[src/sv/minmax_normalize_u16_to_u8_top_defines.svh]
// Assertion macros used by the file that checks this block.
// Each macro expects signals named clk and arst_n in the scope of use.
`ifndef MINMAX_NORMALIZE_U16_TO_U8_TOP_DEFINES_SVH
`define MINMAX_NORMALIZE_U16_TO_U8_TOP_DEFINES_SVH

// Same-cycle implication, checked out of reset.
`define MMN_ASSERT_NOW(lbl, ante, cons) \
	lbl: assert property (@(posedge clk) disable iff (!arst_n) (ante) |-> (cons)) \
		else $error("mmn check failed");

// Next-cycle implication, checked out of reset.
`define MMN_ASSERT_NEXT(lbl, ante, cons) \
	lbl: assert property (@(posedge clk) disable iff (!arst_n) (ante) |=> (cons)) \
		else $error("mmn check failed");

`endif

[src/sv/mmn_pkg.sv]
package mmn_pkg;

	// Width of the sample field on the port.
	localparam int SAMPLE_W = 16;
	// Bits of the sample that take part in the stretch.
	localparam int SAMPLE_BITS = 16;
	// Width of the output byte and of the quotient.
	localparam int PIX_W = 8;
	// Numerator (diff*510 + range) and denominator (2*range) widths.
	localparam int NUM_W = SAMPLE_BITS + 9;
	localparam int DEN_W = SAMPLE_BITS + 1;
	// Divider step counter.
	localparam int CNT_W = $clog2(PIX_W);

	// Commands from the controller to the datapath.
	typedef struct packed {
		logic measure;
		logic load;
		logic prep;
		logic step;
		logic finish;
	} mmn_cmd_t;

	// Status from the datapath to the controller.
	typedef struct packed {
		logic bypass;
	} mmn_stat_t;

endpackage

[src/sv/mmn_in_if.sv]
interface mmn_in_if;
	logic                       valid;
	logic                       ready;
	logic                       kind;
	logic [mmn_pkg::SAMPLE_W-1:0] sample;
	logic                       last;

	modport source (output valid, kind, sample, last, input ready);
	modport sink (input valid, kind, sample, last, output ready);
endinterface

[src/sv/mmn_out_if.sv]
interface mmn_out_if;
	logic                      valid;
	logic                      ready;
	logic [mmn_pkg::PIX_W-1:0] pixel_out;
	logic                      last_out;

	modport source (output valid, pixel_out, last_out, input ready);
	modport sink (input valid, pixel_out, last_out, output ready);
endinterface

[src/sv/mmn_ctrl.sv]
module mmn_ctrl (
	input  logic               clk,
	input  logic               arst_n,
	input  logic               in_valid,
	input  logic               in_kind,
	output logic               in_ready,
	output logic               out_valid,
	input  logic               out_ready,
	input  mmn_pkg::mmn_stat_t stat,
	output mmn_pkg::mmn_cmd_t  cmd
);
	import mmn_pkg::*;

	typedef enum logic [3:0] {
		S_IDLE = 4'b0001,
		S_PREP = 4'b0010,
		S_DIV  = 4'b0100,
		S_DONE = 4'b1000
	} state_t;

	state_t           state_q;
	state_t           state_d;
	logic [CNT_W-1:0] cnt_q;
	logic             out_valid_q;
	logic             accept;
	logic             out_free;

	assign in_ready  = (state_q == S_IDLE);
	assign accept    = in_valid && in_ready;
	assign out_free  = !out_valid_q || out_ready;
	assign out_valid = out_valid_q;

	// Commands for the datapath, decoded from the state and the input and output handshakes.
	always_comb begin
		cmd         = '0;
		cmd.measure = accept && !in_kind;
		cmd.load    = accept && in_kind;
		cmd.prep    = (state_q == S_PREP);
		cmd.step    = (state_q == S_DIV);
		cmd.finish  = (state_q == S_DONE) && out_free;
	end

	// Next-state logic.
	always_comb begin
		state_d = state_q;
		case (state_q)
			S_IDLE: begin
				if (accept && in_kind) begin
					state_d = S_PREP;
				end
			end
			S_PREP: begin
				state_d = stat.bypass ? S_DONE : S_DIV;
			end
			S_DIV: begin
				if (cnt_q == CNT_W'(PIX_W - 1)) begin
					state_d = S_DONE;
				end
			end
			S_DONE: begin
				if (out_free) begin
					state_d = S_IDLE;
				end
			end
			default: begin
				state_d = S_IDLE;
			end
		endcase
	end

	// State, divider step count and output word flag.
	always_ff @(posedge clk or negedge arst_n) begin
		if (!arst_n) begin
			state_q     <= S_IDLE;
			cnt_q       <= '0;
			out_valid_q <= 1'b0;
		end else begin
			state_q <= state_d;
			if (cmd.prep) begin
				cnt_q <= '0;
			end else if (cmd.step) begin
				cnt_q <= cnt_q + CNT_W'(1);
			end
			if (cmd.finish) begin
				out_valid_q <= 1'b1;
			end else if (out_ready) begin
				out_valid_q <= 1'b0;
			end
		end
	end
endmodule

[src/sv/mmn_dp.sv]
module mmn_dp (
	input  logic                         clk,
	input  logic                         arst_n,
	input  mmn_pkg::mmn_cmd_t            cmd,
	output mmn_pkg::mmn_stat_t           stat,
	input  logic [mmn_pkg::SAMPLE_W-1:0] sample,
	input  logic                         last,
	output logic [mmn_pkg::PIX_W-1:0]    pixel_out,
	output logic                         last_out
);
	import mmn_pkg::*;

	logic [SAMPLE_BITS-1:0] lowest_q;
	logic [SAMPLE_BITS-1:0] highest_q;
	logic                   started_q;
	logic [SAMPLE_BITS-1:0] x_in;
	logic [SAMPLE_BITS-1:0] x_q;
	logic                   last_q;
	logic [DEN_W-1:0]       rem_q;
	logic [PIX_W-1:0]       num_lo_q;
	logic [DEN_W-1:0]       den_q;
	logic [PIX_W-1:0]       quot_q;
	logic [PIX_W-1:0]       pixel_q;
	logic                   last_out_q;

	logic                   zero_res;
	logic                   sat_res;
	logic [SAMPLE_BITS-1:0] diff;
	logic [SAMPLE_BITS-1:0] range;
	logic [NUM_W-1:0]       diff_ext;
	logic [NUM_W-1:0]       num;
	logic [DEN_W:0]         trial;
	logic [DEN_W:0]         trial_sub;
	logic                   qbit;

	assign x_in = sample[SAMPLE_BITS-1:0];

	// Special results: empty range or sample at or below the minimum give 0,
	// sample at or above the maximum saturates.
	assign zero_res    = (highest_q <= lowest_q) || (x_q <= lowest_q);
	assign sat_res     = !zero_res && (x_q >= highest_q);
	assign stat.bypass = zero_res || sat_res;

	// Numerator diff*510 + range, built from two shifts.
	assign diff     = x_q - lowest_q;
	assign range    = highest_q - lowest_q;
	assign diff_ext = NUM_W'(diff);
	assign num      = (diff_ext << 9) - (diff_ext << 1) + NUM_W'(range);

	// One restoring step: bring in the next numerator bit and try a subtract.
	assign trial     = {rem_q, num_lo_q[PIX_W-1]};
	assign trial_sub = trial - {1'b0, den_q};
	assign qbit      = (trial >= {1'b0, den_q});

	// Running minimum and maximum with pass tracking.
	always_ff @(posedge clk or negedge arst_n) begin
		if (!arst_n) begin
			lowest_q  <= '0;
			highest_q <= '0;
			started_q <= 1'b0;
		end else if (cmd.measure) begin
			if (!started_q) begin
				lowest_q  <= x_in;
				highest_q <= x_in;
			end else begin
				if (x_in < lowest_q) begin
					lowest_q <= x_in;
				end
				if (x_in > highest_q) begin
					highest_q <= x_in;
				end
			end
			started_q <= !last;
		end else if (cmd.load) begin
			started_q <= 1'b0;
		end
	end

	// Convert word capture, divider and output word register.
	always_ff @(posedge clk) begin
		if (cmd.load) begin
			x_q    <= x_in;
			last_q <= last;
		end
		if (cmd.prep) begin
			rem_q    <= num[NUM_W-1:PIX_W];
			num_lo_q <= num[PIX_W-1:0];
			den_q    <= {range, 1'b0};
			quot_q   <= sat_res ? '1 : '0;
		end else if (cmd.step) begin
			rem_q    <= qbit ? trial_sub[DEN_W-1:0] : trial[DEN_W-1:0];
			num_lo_q <= {num_lo_q[PIX_W-2:0], 1'b0};
			quot_q   <= {quot_q[PIX_W-2:0], qbit};
		end
		if (cmd.finish) begin
			pixel_q    <= quot_q;
			last_out_q <= last_q;
		end
	end

	assign pixel_out = pixel_q;
	assign last_out  = last_out_q;
endmodule

[src/sv/minmax_normalize_u16_to_u8_top.sv]
// Measure words (kind 0) are taken one per cycle while the block is idle and give no output word.
// A convert word passes through prep, the 8-step restoring divider and done before its
// output word is registered; a result of 0 or 255 skips the divider. The input is held
// off from a convert word's acceptance until the block is back in idle.
// A waiting output word stalls the input after the next convert word.
// Asynchronous active-low reset clears min, max, pass tracking and control.
`include "minmax_normalize_u16_to_u8_top_defines.svh"

module minmax_normalize_u16_to_u8_top (
	input logic      clk,
	input logic      arst_n,
	mmn_in_if.sink   in_ch,
	mmn_out_if.source out_ch
);
	import mmn_pkg::*;

	mmn_cmd_t  cmd;
	mmn_stat_t stat;

	// Sequencer.
	mmn_ctrl u_ctrl (
		.clk       (clk),
		.arst_n    (arst_n),
		.in_valid  (in_ch.valid),
		.in_kind   (in_ch.kind),
		.in_ready  (in_ch.ready),
		.out_valid (out_ch.valid),
		.out_ready (out_ch.ready),
		.stat      (stat),
		.cmd       (cmd)
	);

	// Min/max tracking, scaling and division.
	mmn_dp u_dp (
		.clk       (clk),
		.arst_n    (arst_n),
		.cmd       (cmd),
		.stat      (stat),
		.sample    (in_ch.sample),
		.last      (in_ch.last),
		.pixel_out (out_ch.pixel_out),
		.last_out  (out_ch.last_out)
	);

	// A convert word holds off the input until its result is stored.
	`MMN_ASSERT_NEXT(a_conv_busy, in_ch.valid && in_ch.ready && in_ch.kind, !in_ch.ready)
	// A measure word never stalls the input.
	`MMN_ASSERT_NEXT(a_meas_free, in_ch.valid && in_ch.ready && !in_ch.kind, in_ch.ready)
	// The divider only runs while the input is held off.
	`MMN_ASSERT_NOW(a_div_busy, cmd.step, !in_ch.ready)
	// An output word appears only after a finished conversion.
	`MMN_ASSERT_NOW(a_out_src, $rose(out_ch.valid), $past(cmd.finish))
endmodule
[src/flat_wrapper.sv]
// flat-port wrapper written by rule: the top's interface ports become plain ports
module minmax_normalize_u16_to_u8_top_flat import mmn_pkg::*;
  (clk, arst_n, in_ch_valid, in_ch_kind, in_ch_sample, in_ch_last, in_ch_ready, out_ch_valid, out_ch_pixel_out, out_ch_last_out, out_ch_ready);
  mmn_in_if in_ch_i ();
  mmn_out_if out_ch_i ();
  input logic clk;
  input logic arst_n;
  input wire logic [$bits(in_ch_i.valid)-1:0] in_ch_valid;
  input wire logic [$bits(in_ch_i.kind)-1:0] in_ch_kind;
  input wire logic [$bits(in_ch_i.sample)-1:0] in_ch_sample;
  input wire logic [$bits(in_ch_i.last)-1:0] in_ch_last;
  output wire logic [$bits(in_ch_i.ready)-1:0] in_ch_ready;
  output wire logic [$bits(out_ch_i.valid)-1:0] out_ch_valid;
  output wire logic [$bits(out_ch_i.pixel_out)-1:0] out_ch_pixel_out;
  output wire logic [$bits(out_ch_i.last_out)-1:0] out_ch_last_out;
  input wire logic [$bits(out_ch_i.ready)-1:0] out_ch_ready;
  assign in_ch_i.valid = in_ch_valid;
  assign in_ch_i.kind = in_ch_kind;
  assign in_ch_i.sample = in_ch_sample;
  assign in_ch_i.last = in_ch_last;
  assign in_ch_ready = in_ch_i.ready;
  assign out_ch_valid = out_ch_i.valid;
  assign out_ch_pixel_out = out_ch_i.pixel_out;
  assign out_ch_last_out = out_ch_i.last_out;
  assign out_ch_i.ready = out_ch_ready;
  minmax_normalize_u16_to_u8_top u_core (.clk(clk), .arst_n(arst_n), .in_ch(in_ch_i), .out_ch(out_ch_i));
endmodule
[config.mk]
export PLATFORM = sky130hd
export DESIGN_NAME = minmax_normalize_u16_to_u8_top_flat
export DESIGN_NICKNAME = d
export VERILOG_FILES = /design/src/sv/mmn_pkg.sv /design/src/sv/mmn_in_if.sv /design/src/sv/mmn_out_if.sv /design/src/sv/mmn_ctrl.sv /design/src/sv/mmn_dp.sv /design/src/sv/minmax_normalize_u16_to_u8_top.sv /design/src/flat_wrapper.sv
export VERILOG_INCLUDE_DIRS = /design/src /design/src/sv
export SDC_FILE = /design/constraint.sdc
export NUM_CORES = 1
export LEC_CHECK = 0
export ABC_CLOCK_PERIOD_IN_PS = 7100
export BUFFER_PORTS_ARGS = -buffer_cell sky130_fd_sc_hd__buf_4
export CAP_MARGIN = 20
export CORE_UTILIZATION = 45
export DETAILED_ROUTE_END_ITERATION = 10
export PLACE_DENSITY_LB_ADDON = 0.1
export SLEW_MARGIN = 40
export SYNTH_ARGS = -nofsm -noshare
export SYNTH_HDL_FRONTEND = slang
export SYNTH_HIERARCHICAL = 1
export SYNTH_SLANG_ARGS = --single-unit
[constraint.sdc]
create_clock -name clk -period 7.1 [get_ports clk]
set_input_delay 1.42 -clock clk [delete_from_list [all_inputs] [get_ports clk]]
set_output_delay 1.42 -clock clk [all_outputs]
set_load 0.02 [all_outputs]
* After elaboration in Yosys (flattened, before gate mapping)
Index checks and enable logic that the tools add are counted.
** Word-level totals
- Logic and storage cells :: 77
- Flip-flop bits (word level) :: 116
- Output and inout bits :: 11
- Bits of input ports :: 22
** Cells by class
- Add/sub/neg operators :: 6
- Muxes and demuxes :: 23
- $lt $le $gt $ge :: 6
- Reduce and logical (&&, ||, !) cells :: 18
- Equality and inequality tests :: 10
** Operator list (number)
- $mux 16 :: 4
- $mux 17 :: 3
- $mux 8 :: 5
- $le 16x16->1 :: 2
- $sub 16x16->16 :: 2
- $add 25x16->25 :: 1
- $sub 25x17->25 :: 1
- $ge 18x17->1 :: 1
- $sub 17x17->17 :: 1
- $ge 16x16->1 :: 1
- $gt 16x16->1 :: 1
- $lt 16x16->1 :: 1
- $mux 4 :: 4
- $pmux 4 s4 :: 1
- $mux 3 :: 2
- $ne 2x1->1 const B :: 3
- $reduce_bool 2->1 :: 3
- $logic_and 1x1->1 :: 5
- $eq 4x1->1 const B :: 1
- $eq 4x2->1 const B :: 1
- $eq 4x3->1 const B :: 1
- $eq 4x4->1 const B :: 1
- $logic_not 1->1 :: 4
- $mux 1 :: 4
- 6 further kinds :: 10

* Logic depth before layout (Yosys ltp)
Gate-level depths: netlist of run 1.
- Depth after elaboration :: 7
- Gate-level depth with buffers :: 25

* Modules after synthesis
The synthesis of run 1 kept the hierarchy.
** Modules (own cells, without submodules)
- mmn_dp :: times used 1, area an instance 9211.3 um2, cells an instance 943
- mmn_ctrl :: times used 1, area an instance 425.4 um2, cells an instance 36

* Worst setup path after synthesis of run 1
Ideal clock, no wire load.
- Path kind :: flip-flop to flip-flop
- Start :: reg u_core.u_dp.x_q[0]
- End :: reg u_core.u_dp.rem_q[16], data pin
- Period minus slack after synthesis :: 5.347 ns
- Data required time :: 6.948 ns
- Cell stages (with the launch flop) :: 24
- Buffers on the path :: 0
- Arrival time :: 5.195 ns
- Setup slack :: 1.753 ns
- Path through :: edfxtp_1 -> inv_1 -> ha_1 -> inv_1 -> fa_1 -> a211oi_2 -> o21ai_1 -> a31o_1 -> o31a_4 -> o41ai_4 -> xor2_1 -> xnor2_1 -> ha_1 -> a21o_1 -> ha_1 -> a21o_1 -> a31o_1 -> a221o_1 -> a21o_1 -> maj3_2 -> a41oi_2 -> a31oi_1 -> or3_1 -> a31oi_1
** Between the ends
- Cells in the longest elaborated chain, start to end :: 4
** RTL lines
- start, declared :: line mmn_dp.sv:17 : logic [SAMPLE_BITS-1:0] x_q;
- start signal, assigned :: line mmn_dp.sv:82 : x_q <= x_in;
- $sub 16x16->16 :: line mmn_dp.sv:45 : assign diff = x_q - lowest_q;
- $sub 25x17->25 :: line mmn_dp.sv:48 : assign num = (diff_ext << 9) - (diff_ext << 1) + NUM_W'(range);
- $add 25x16->25 :: line mmn_dp.sv:48
- $mux 17 :: line mmn_dp.sv:85 : if (cmd.prep) begin
- end signal, assigned :: line mmn_dp.sv:86 : rem_q <= num[NUM_W-1:PIX_W];
- end signal, assigned :: line mmn_dp.sv:91 : rem_q <= qbit ? trial_sub[DEN_W-1:0] : trial[DEN_W-1:0];
- end, declared :: line mmn_dp.sv:19 : logic [DEN_W-1:0] rem_q;
Every way passes these cells.
A chain may end at the register's enable or synchronous reset.

* Worst setup path after layout of run 1
Same ends and word-level chain as after synthesis.

==> summary.md, run 1 <==
| Metric | Value |
|---|---|
| Crit Path Max Fanout | 5 |
| Synth top area share | 23.4% |
| Post-DRT Antenna Nets | 0 |
| Worst-Skew Late Latency | 0.43 ns |
| Full die area | 22,000 um^2 |
| DRC | 2 |
| Std-Cell Rows | 53 |
| Asr flop ratio synth | 35.3% |
| Status | finished, violations left |
| CP Capture Type | flip-flop |
| H-tree depth | 4 |
| Failing checks | design-rule violations |
| Syn_area_per_cell | 9.84 um^2 |
| CP Data Required Time | 7.37 ns |
| # Max-Cap Violations | 0 |
| Final Net Count | 1,171 |
| WL/cell | 18.5 um |
| Initial antenna violation count | 0 |
| Number of global-route vias before repair | 7,225 |
| Fin crit share | 81.0% |
| Hpwl dp | 18,500 um |
| Synthesized Nets | 1,137 |
| Commonest cells after routing, fill and taps aside | ha_1 (131), inv_1 (96), edfxtp_1 (75) |
| Largest net degree at the start of global routing | 60 |
| Max frequency | 174 MHz |
| GR Overflow Total | 0 |
| Drt via density | 5.78 |
| Seq/Total Area, Yosys | 34.0% |
| CTS tree | yes |
| Vias | 7,517 |
| Max-slew violation count | 0 |
| Antenna Diode Count | 0 |
| Core Box Area | 21,000 um^2 |
| Port bufs | 32 |
| Crit Path Class | reg2reg |
| Drt total wl | 24,000 um |
| Worst-path clk slew | 0.06 ns |
| Post-synth EDFFs | 75 |
| Hold crit path type | reg2reg |
| Die height | 148 um |
| CTS Buffer Depth | 2 |
| Top area cells in the synthesized netlist | edfxtp_1 (23%), ha_1 (17%), dfrtp_1 (10%) |
| Most common cell after layout, fill and taps aside | ha_1 |
| Area Growth Syn to Fin | 11.8% |
| Post-route insts no fill | 1,301 |
| Post-synth top flop | edfxtp_1 |
| GRT Total Usage | 22.9% |
| FF+latch count, synth | 116 |
| Cell area after synthesis | 9640 um^2 |
| Total clock sinks | 116 |
| CTS root buffer | clkbuf_16 |
| Post-CTS Hold Buffers | 0 |
| Fillers | 1,917 |
| Final Critical Period | 5.75 ns |
| Drt first-iter violations | 471 |
| Share of layout cells above drive strength 1 | 11.4% |
| CP Launch Type | flip-flop |
| RSZ-0062 raised after global routing | no |
| First-pass GRT wire length | 39,000 um |
| Gate Count Post-Synth | 979 |
| Placed cells | 1,269 |
| Resize count post-CTS | 0 |
| Slew Limit Headroom | 47.3% |
| WP data arrival | 6.02 ns |
| Yosys top cell by area | edfxtp_1 |
| Worst Skew | 0.0138 ns |
| IO Count | 33 |
| Synth cell types | 84 |
| Hold Fails Final Rpt | 0 |
| Starting Density | 45.8% |
| Final number of setup-violating endpoints | 0 |
| Die Width | 148 um |
| Initial DRT Pass Iterations | 8 |
| Routability cong. | 0.869 |
| CTS Buf Count | 17 |
| TNS Setup | 0 ns |
| Ys Warns | 6 |
| Pin slew with the least headroom to its limit | 0.788 ns |
| Post-CTS Setup Inserts | 0 |
==> through the flow <==
step	instance area (um^2)	worst slack [ns]	hold slack (ns)	utilization [%]
5_1_grt	10800	1.01	0.428	51.3
2_1_floorplan	9640	1.75	0.400	-
4_1_cts	10800	1.37	0.428	51.3
6_report	10800	1.35	0.428	51.3
3_3_place_gp	10200	1.50	0.406	48.3
3_5_place_dp	10200	1.39	0.415	48.5
==> flip-flops by register name, summed over array words and instances, names as in the netlist, 3 cells and up <==
register,count
u_core/u_dp/pixel_out,8
u_core/u_dp/quot_q,8
u_core/u_dp/num_lo_q,8
u_core/u_ctrl/cnt_q,3
u_core/u_dp/rem_q,17
u_core/u_dp/den_q,16
u_core/u_dp/highest_q,16
u_core/u_dp/x_q,16
u_core/u_dp/lowest_q,16
u_core/u_ctrl/state_q,4
==> worst max-delay path: stages (launching register included) <==
cell,delay (ns)
edfxtp_1,0.36
inv_1,0.10
ha_1,0.17
inv_1,0.05
fa_1,0.44
a211oi_2,0.24
o21ai_1,0.12
a31o_1,0.26
o31a_4,0.31
o41ai_4,0.35
xor2_1,0.25
xnor2_1,0.10
ha_1,0.18
a21o_1,0.16
ha_1,0.33
a21o_1,0.20
a31o_1,0.20
a221o_1,0.34
a21o_1,0.18
maj3_2,0.33
a41oi_2,0.27
a31oi_1,0.13
or3_1,0.39
a31oi_1,0.16
==> Yosys cell counts (9+ instances only) <==
| library cell | count |
|---|---|
| a211oi_1 | 12 |
| a21o_1 | 41 |
| a21oi_1 | 66 |
| a22oi_1 | 17 |
| and3_1 | 20 |
| clkbuf_1 | 17 |
| dfrtp_1 | 40 |
| edfxtp_1 | 75 |
| ha_1 | 131 |
| inv_1 | 96 |
| mux2_1 | 9 |
| mux2_2 | 12 |
| nand2_1 | 32 |
| nand2b_1 | 15 |
| nand3_1 | 48 |
| nand4_1 | 10 |
| nor2_1 | 40 |
| nor2b_1 | 16 |
| nor3_1 | 12 |
| o2111ai_1 | 18 |
| o211ai_1 | 10 |
| o21a_1 | 17 |
| o21ai_0 | 40 |
| o21bai_1 | 9 |
| xnor2_1 | 41 |
| xor2_1 | 19 |
==> kinds of logic after synthesis <==
| family | share of synthesized area (%) |
|---|---|
| and+or+nand+nor | 13.0 |
| AOI/OAI and AO/OA | 21.4 |
| DFF | 34.0 |
| muxes | 2.66 |
| buffers and inverters | 5.13 |
| xor gates and xnor gates | 5.62 |
| adders and majority gates | 18.2 |
==> cell type report <==
class / instances / area (um^2) / area share (%)
inverter: 98 / 368 / 3.41
tap: 275 / 344 / 3.19
multi-input combinational: 741 / 5910 / 54.8
sequential: 116 / 3280 / 30.4
clock inverter: 12 / 126 / 1.17
timing repair buffer: 39 / 297 / 2.75
clock buffer: 20 / 457 / 4.24
==> final timing paths <==
path,end,slack [ns],cells past startpoint,start
max,u_core/u_dp/rem_q[16],1.35,23,u_core/u_dp/x_q[0]
min,u_core/u_dp/pixel_out[7],0.43,0,u_core/u_dp/quot_q[7]
max reg2reg,u_core/u_dp/rem_q[16],1.35,23,u_core/u_dp/x_q[0]
min reg2reg,u_core/u_dp/pixel_out[7],0.43,0,u_core/u_dp/quot_q[7]
max in group asynchronous,u_core/u_dp/lowest_q[0],5.69,1,arst_n
min in group asynchronous,u_core/u_dp/lowest_q[11],0.99,1,arst_n
==> per-layer routing <==
layer / global-route usage (%) / share of wire [%] / vias to the layer above
met1: 31.5 / 49 / 3635
met3: 2.73 / 2.8 / 26
met5: 0 / 0 / -
li1: - / - / 3724
met2: 37.6 / 47 / 132
met4: 7.06 / 1.6 / 0
Power of run 1 is left out: the tool's default activity adds up to more than one toggle a clock period on the data nets, which glitch-free logic cannot reach.
==> run 2: changes to the inputs <==
--- a/config.mk
+++ b/config.mk
@@ -6,7 +6,7 @@
 export SDC_FILE = /design/constraint.sdc
 export NUM_CORES = 1
 export LEC_CHECK = 0
-export ABC_CLOCK_PERIOD_IN_PS = 7100
+export ABC_CLOCK_PERIOD_IN_PS = 6000
 export BUFFER_PORTS_ARGS = -buffer_cell sky130_fd_sc_hd__buf_4
 export CAP_MARGIN = 20
 export CORE_UTILIZATION = 45
==> constraint.sdc (replaced) <==
create_clock -name clk -period 6 [get_ports clk]
set_input_delay 1.2 -clock clk [delete_from_list [all_inputs] [get_ports clk]]
set_output_delay 1.2 -clock clk [all_outputs]
set_load 0.02 [all_outputs]
==> summary.md, run 2 (same netlist as run 1, synthesis figures left out) <==
| Metric | Value |
|---|---|
| Vias | 7,474 |
| RSZ-0062 raised after global routing | no |
| Pin slew with the least headroom to its limit | 0.798 ns |
| Post-CTS Hold Buffers | 0 |
| Std-Cell Rows | 53 |
| Worst-path clk slew | 0.06 ns |
| Post-CTS Setup Inserts | 0 |
| Drt first-iter violations | 361 |
| Worst Skew | 0.0110 ns |
| Die height | 148 um |
| Max frequency | 178 MHz |
| Core Box Area | 21,000 um^2 |
| CTS Buf Count | 17 |
| GR Overflow Total | 0 |
| Full die area | 22,000 um^2 |
| First-pass GRT wire length | 39,600 um |
| DRC | 2 |
| Worst Setup SP | u_core/u_dp/highest_q[0] |
| CP Data Required Time | 6.27 ns |
| CP Launch Type | flip-flop |
| CP Capture Type | flip-flop |
| Final Critical Period | 5.63 ns |
| Antenna Diode Count | 0 |
| Crit Path Class | reg2reg |
| Commonest cells after routing, fill and taps aside | ha_1 (131), inv_1 (96), edfxtp_1 (75) |
| Die Width | 148 um |
| Hold crit path type | reg2reg |
| Share of layout cells above drive strength 1 | 11.4% |
| Crit Path Max Fanout | 5 |
| # Max-Cap Violations | 0 |
| H-tree depth | 4 |
| Max-slew violation count | 0 |
| GRT Total Usage | 23.2% |
| Slew Limit Headroom | 46.7% |
| Drt via density | 5.74 |
| Resize count post-CTS | 0 |
| Fin crit share | 93.9% |
| Hpwl dp | 18,800 um |
| Failing checks | design-rule violations |
| Area Growth Syn to Fin | 11.7% |
| Final Net Count | 1,173 |
| WP data arrival | 5.90 ns |
| Number of global-route vias before repair | 7,394 |
| Drt total wl | 24,000 um |
| TNS Setup | 0 ns |
| Largest register FFs | 17 |
| Reg2reg start | u_core/u_dp/highest_q[0] |
| Most common cell after layout, fill and taps aside | ha_1 |
| Routability cong. | 0.895 |
| Port bufs | 32 |
| WL/cell | 18.4 um |
| Largest net degree at the start of global routing | 60 |
| Status | finished, violations left |
| Total clock sinks | 116 |
| Post-DRT Antenna Nets | 0 |
| Final number of setup-violating endpoints | 0 |
| Hold_sp | u_core/u_dp/last_q |
| CTS Buffer Depth | 2 |
| Biggest register | u_core/u_dp/rem_q |
| Hold Fails Final Rpt | 0 |
| Fillers | 1,922 |
| Initial antenna violation count | 0 |
| Worst-Skew Late Latency | 0.42 ns |
| Initial DRT Pass Iterations | 8 |
| CTS tree | yes |
| IO Count | 33 |
| CTS root buffer | clkbuf_16 |
| Starting Density | 45.8% |
==> run 2: area by class of cell <==
type | instances | area, um^2 | share of cell area, %
clock inverter | 8 | 45.0 | 0.418
timing repair buffer | 41 | 308 | 2.86
multi-input combinational | 741 | 5910 | 54.9
clock buffer | 24 | 514 | 4.78
tap | 275 | 344 | 3.20
sequential | 116 | 3280 | 30.5
inverter | 98 | 368 | 3.42
==> run 2: critical path, cell delays in order, from the launching register on <==
cell and delay (ns):
dfrtp_1 0.45, inv_1 0.09, ha_1 0.15, inv_1 0.05, fa_1 0.41, a21o_1 0.18, a21oi_1 0.21, o21bai_1 0.09
a21oi_1 0.23, o21bai_1 0.15, a21oi_1 0.26, o211ai_1 0.12, a21oi_1 0.18, xnor2_1 0.11, ha_1 0.20, a21o_1 0.15
ha_1 0.34, and3_1 0.21, and2_1 0.15, a221o_1 0.31, a21o_1 0.18, maj3_2 0.34, a41oi_2 0.26, a31oi_1 0.12
or3_1 0.39, a31oi_1 0.16
==> run 2: final timing paths <==
kind                                                  to  slack, ns  cells past startpoint
worst min register to register      u_core/u_dp/last_out       0.42                      0
worst max register to register     u_core/u_dp/rem_q[16]       0.37                     25
worst max-delay path               u_core/u_dp/rem_q[16]       0.37                     25
min in group asynchronous       u_core/u_dp/lowest_q[11]       0.77                      1
worst min-delay path                u_core/u_dp/last_out       0.42                      0
max in group asynchronous       u_core/u_ctrl/state_q[0]       4.83                      1
==> run 2: routing by layer <==
layer	wire length (um)	vias up	track usage, %
li1	-	3729	-
met1	11600	3590	31.3
met2	11100	121	38.1
met3	679	34	3.01
met4	590	0	8.61
met5	0	-	0
==> run 2: metrics by stage <==
step	utilization (%)	worst slack (ns)	hold WS [ns]	cells	instance area [um^2]
global placement	48.4	0.507	0.409	1270	10200
floorplan	-	0.653	0.400	979	9640
CTS	51.2	0.390	0.425	1303	10800
detailed placement	48.5	0.408	0.414	1271	10200
finish	51.2	0.367	0.421	1303	10800
global route	51.2	0.00904	0.437	1303	10800
Power of run 2 is left out for the same reason.
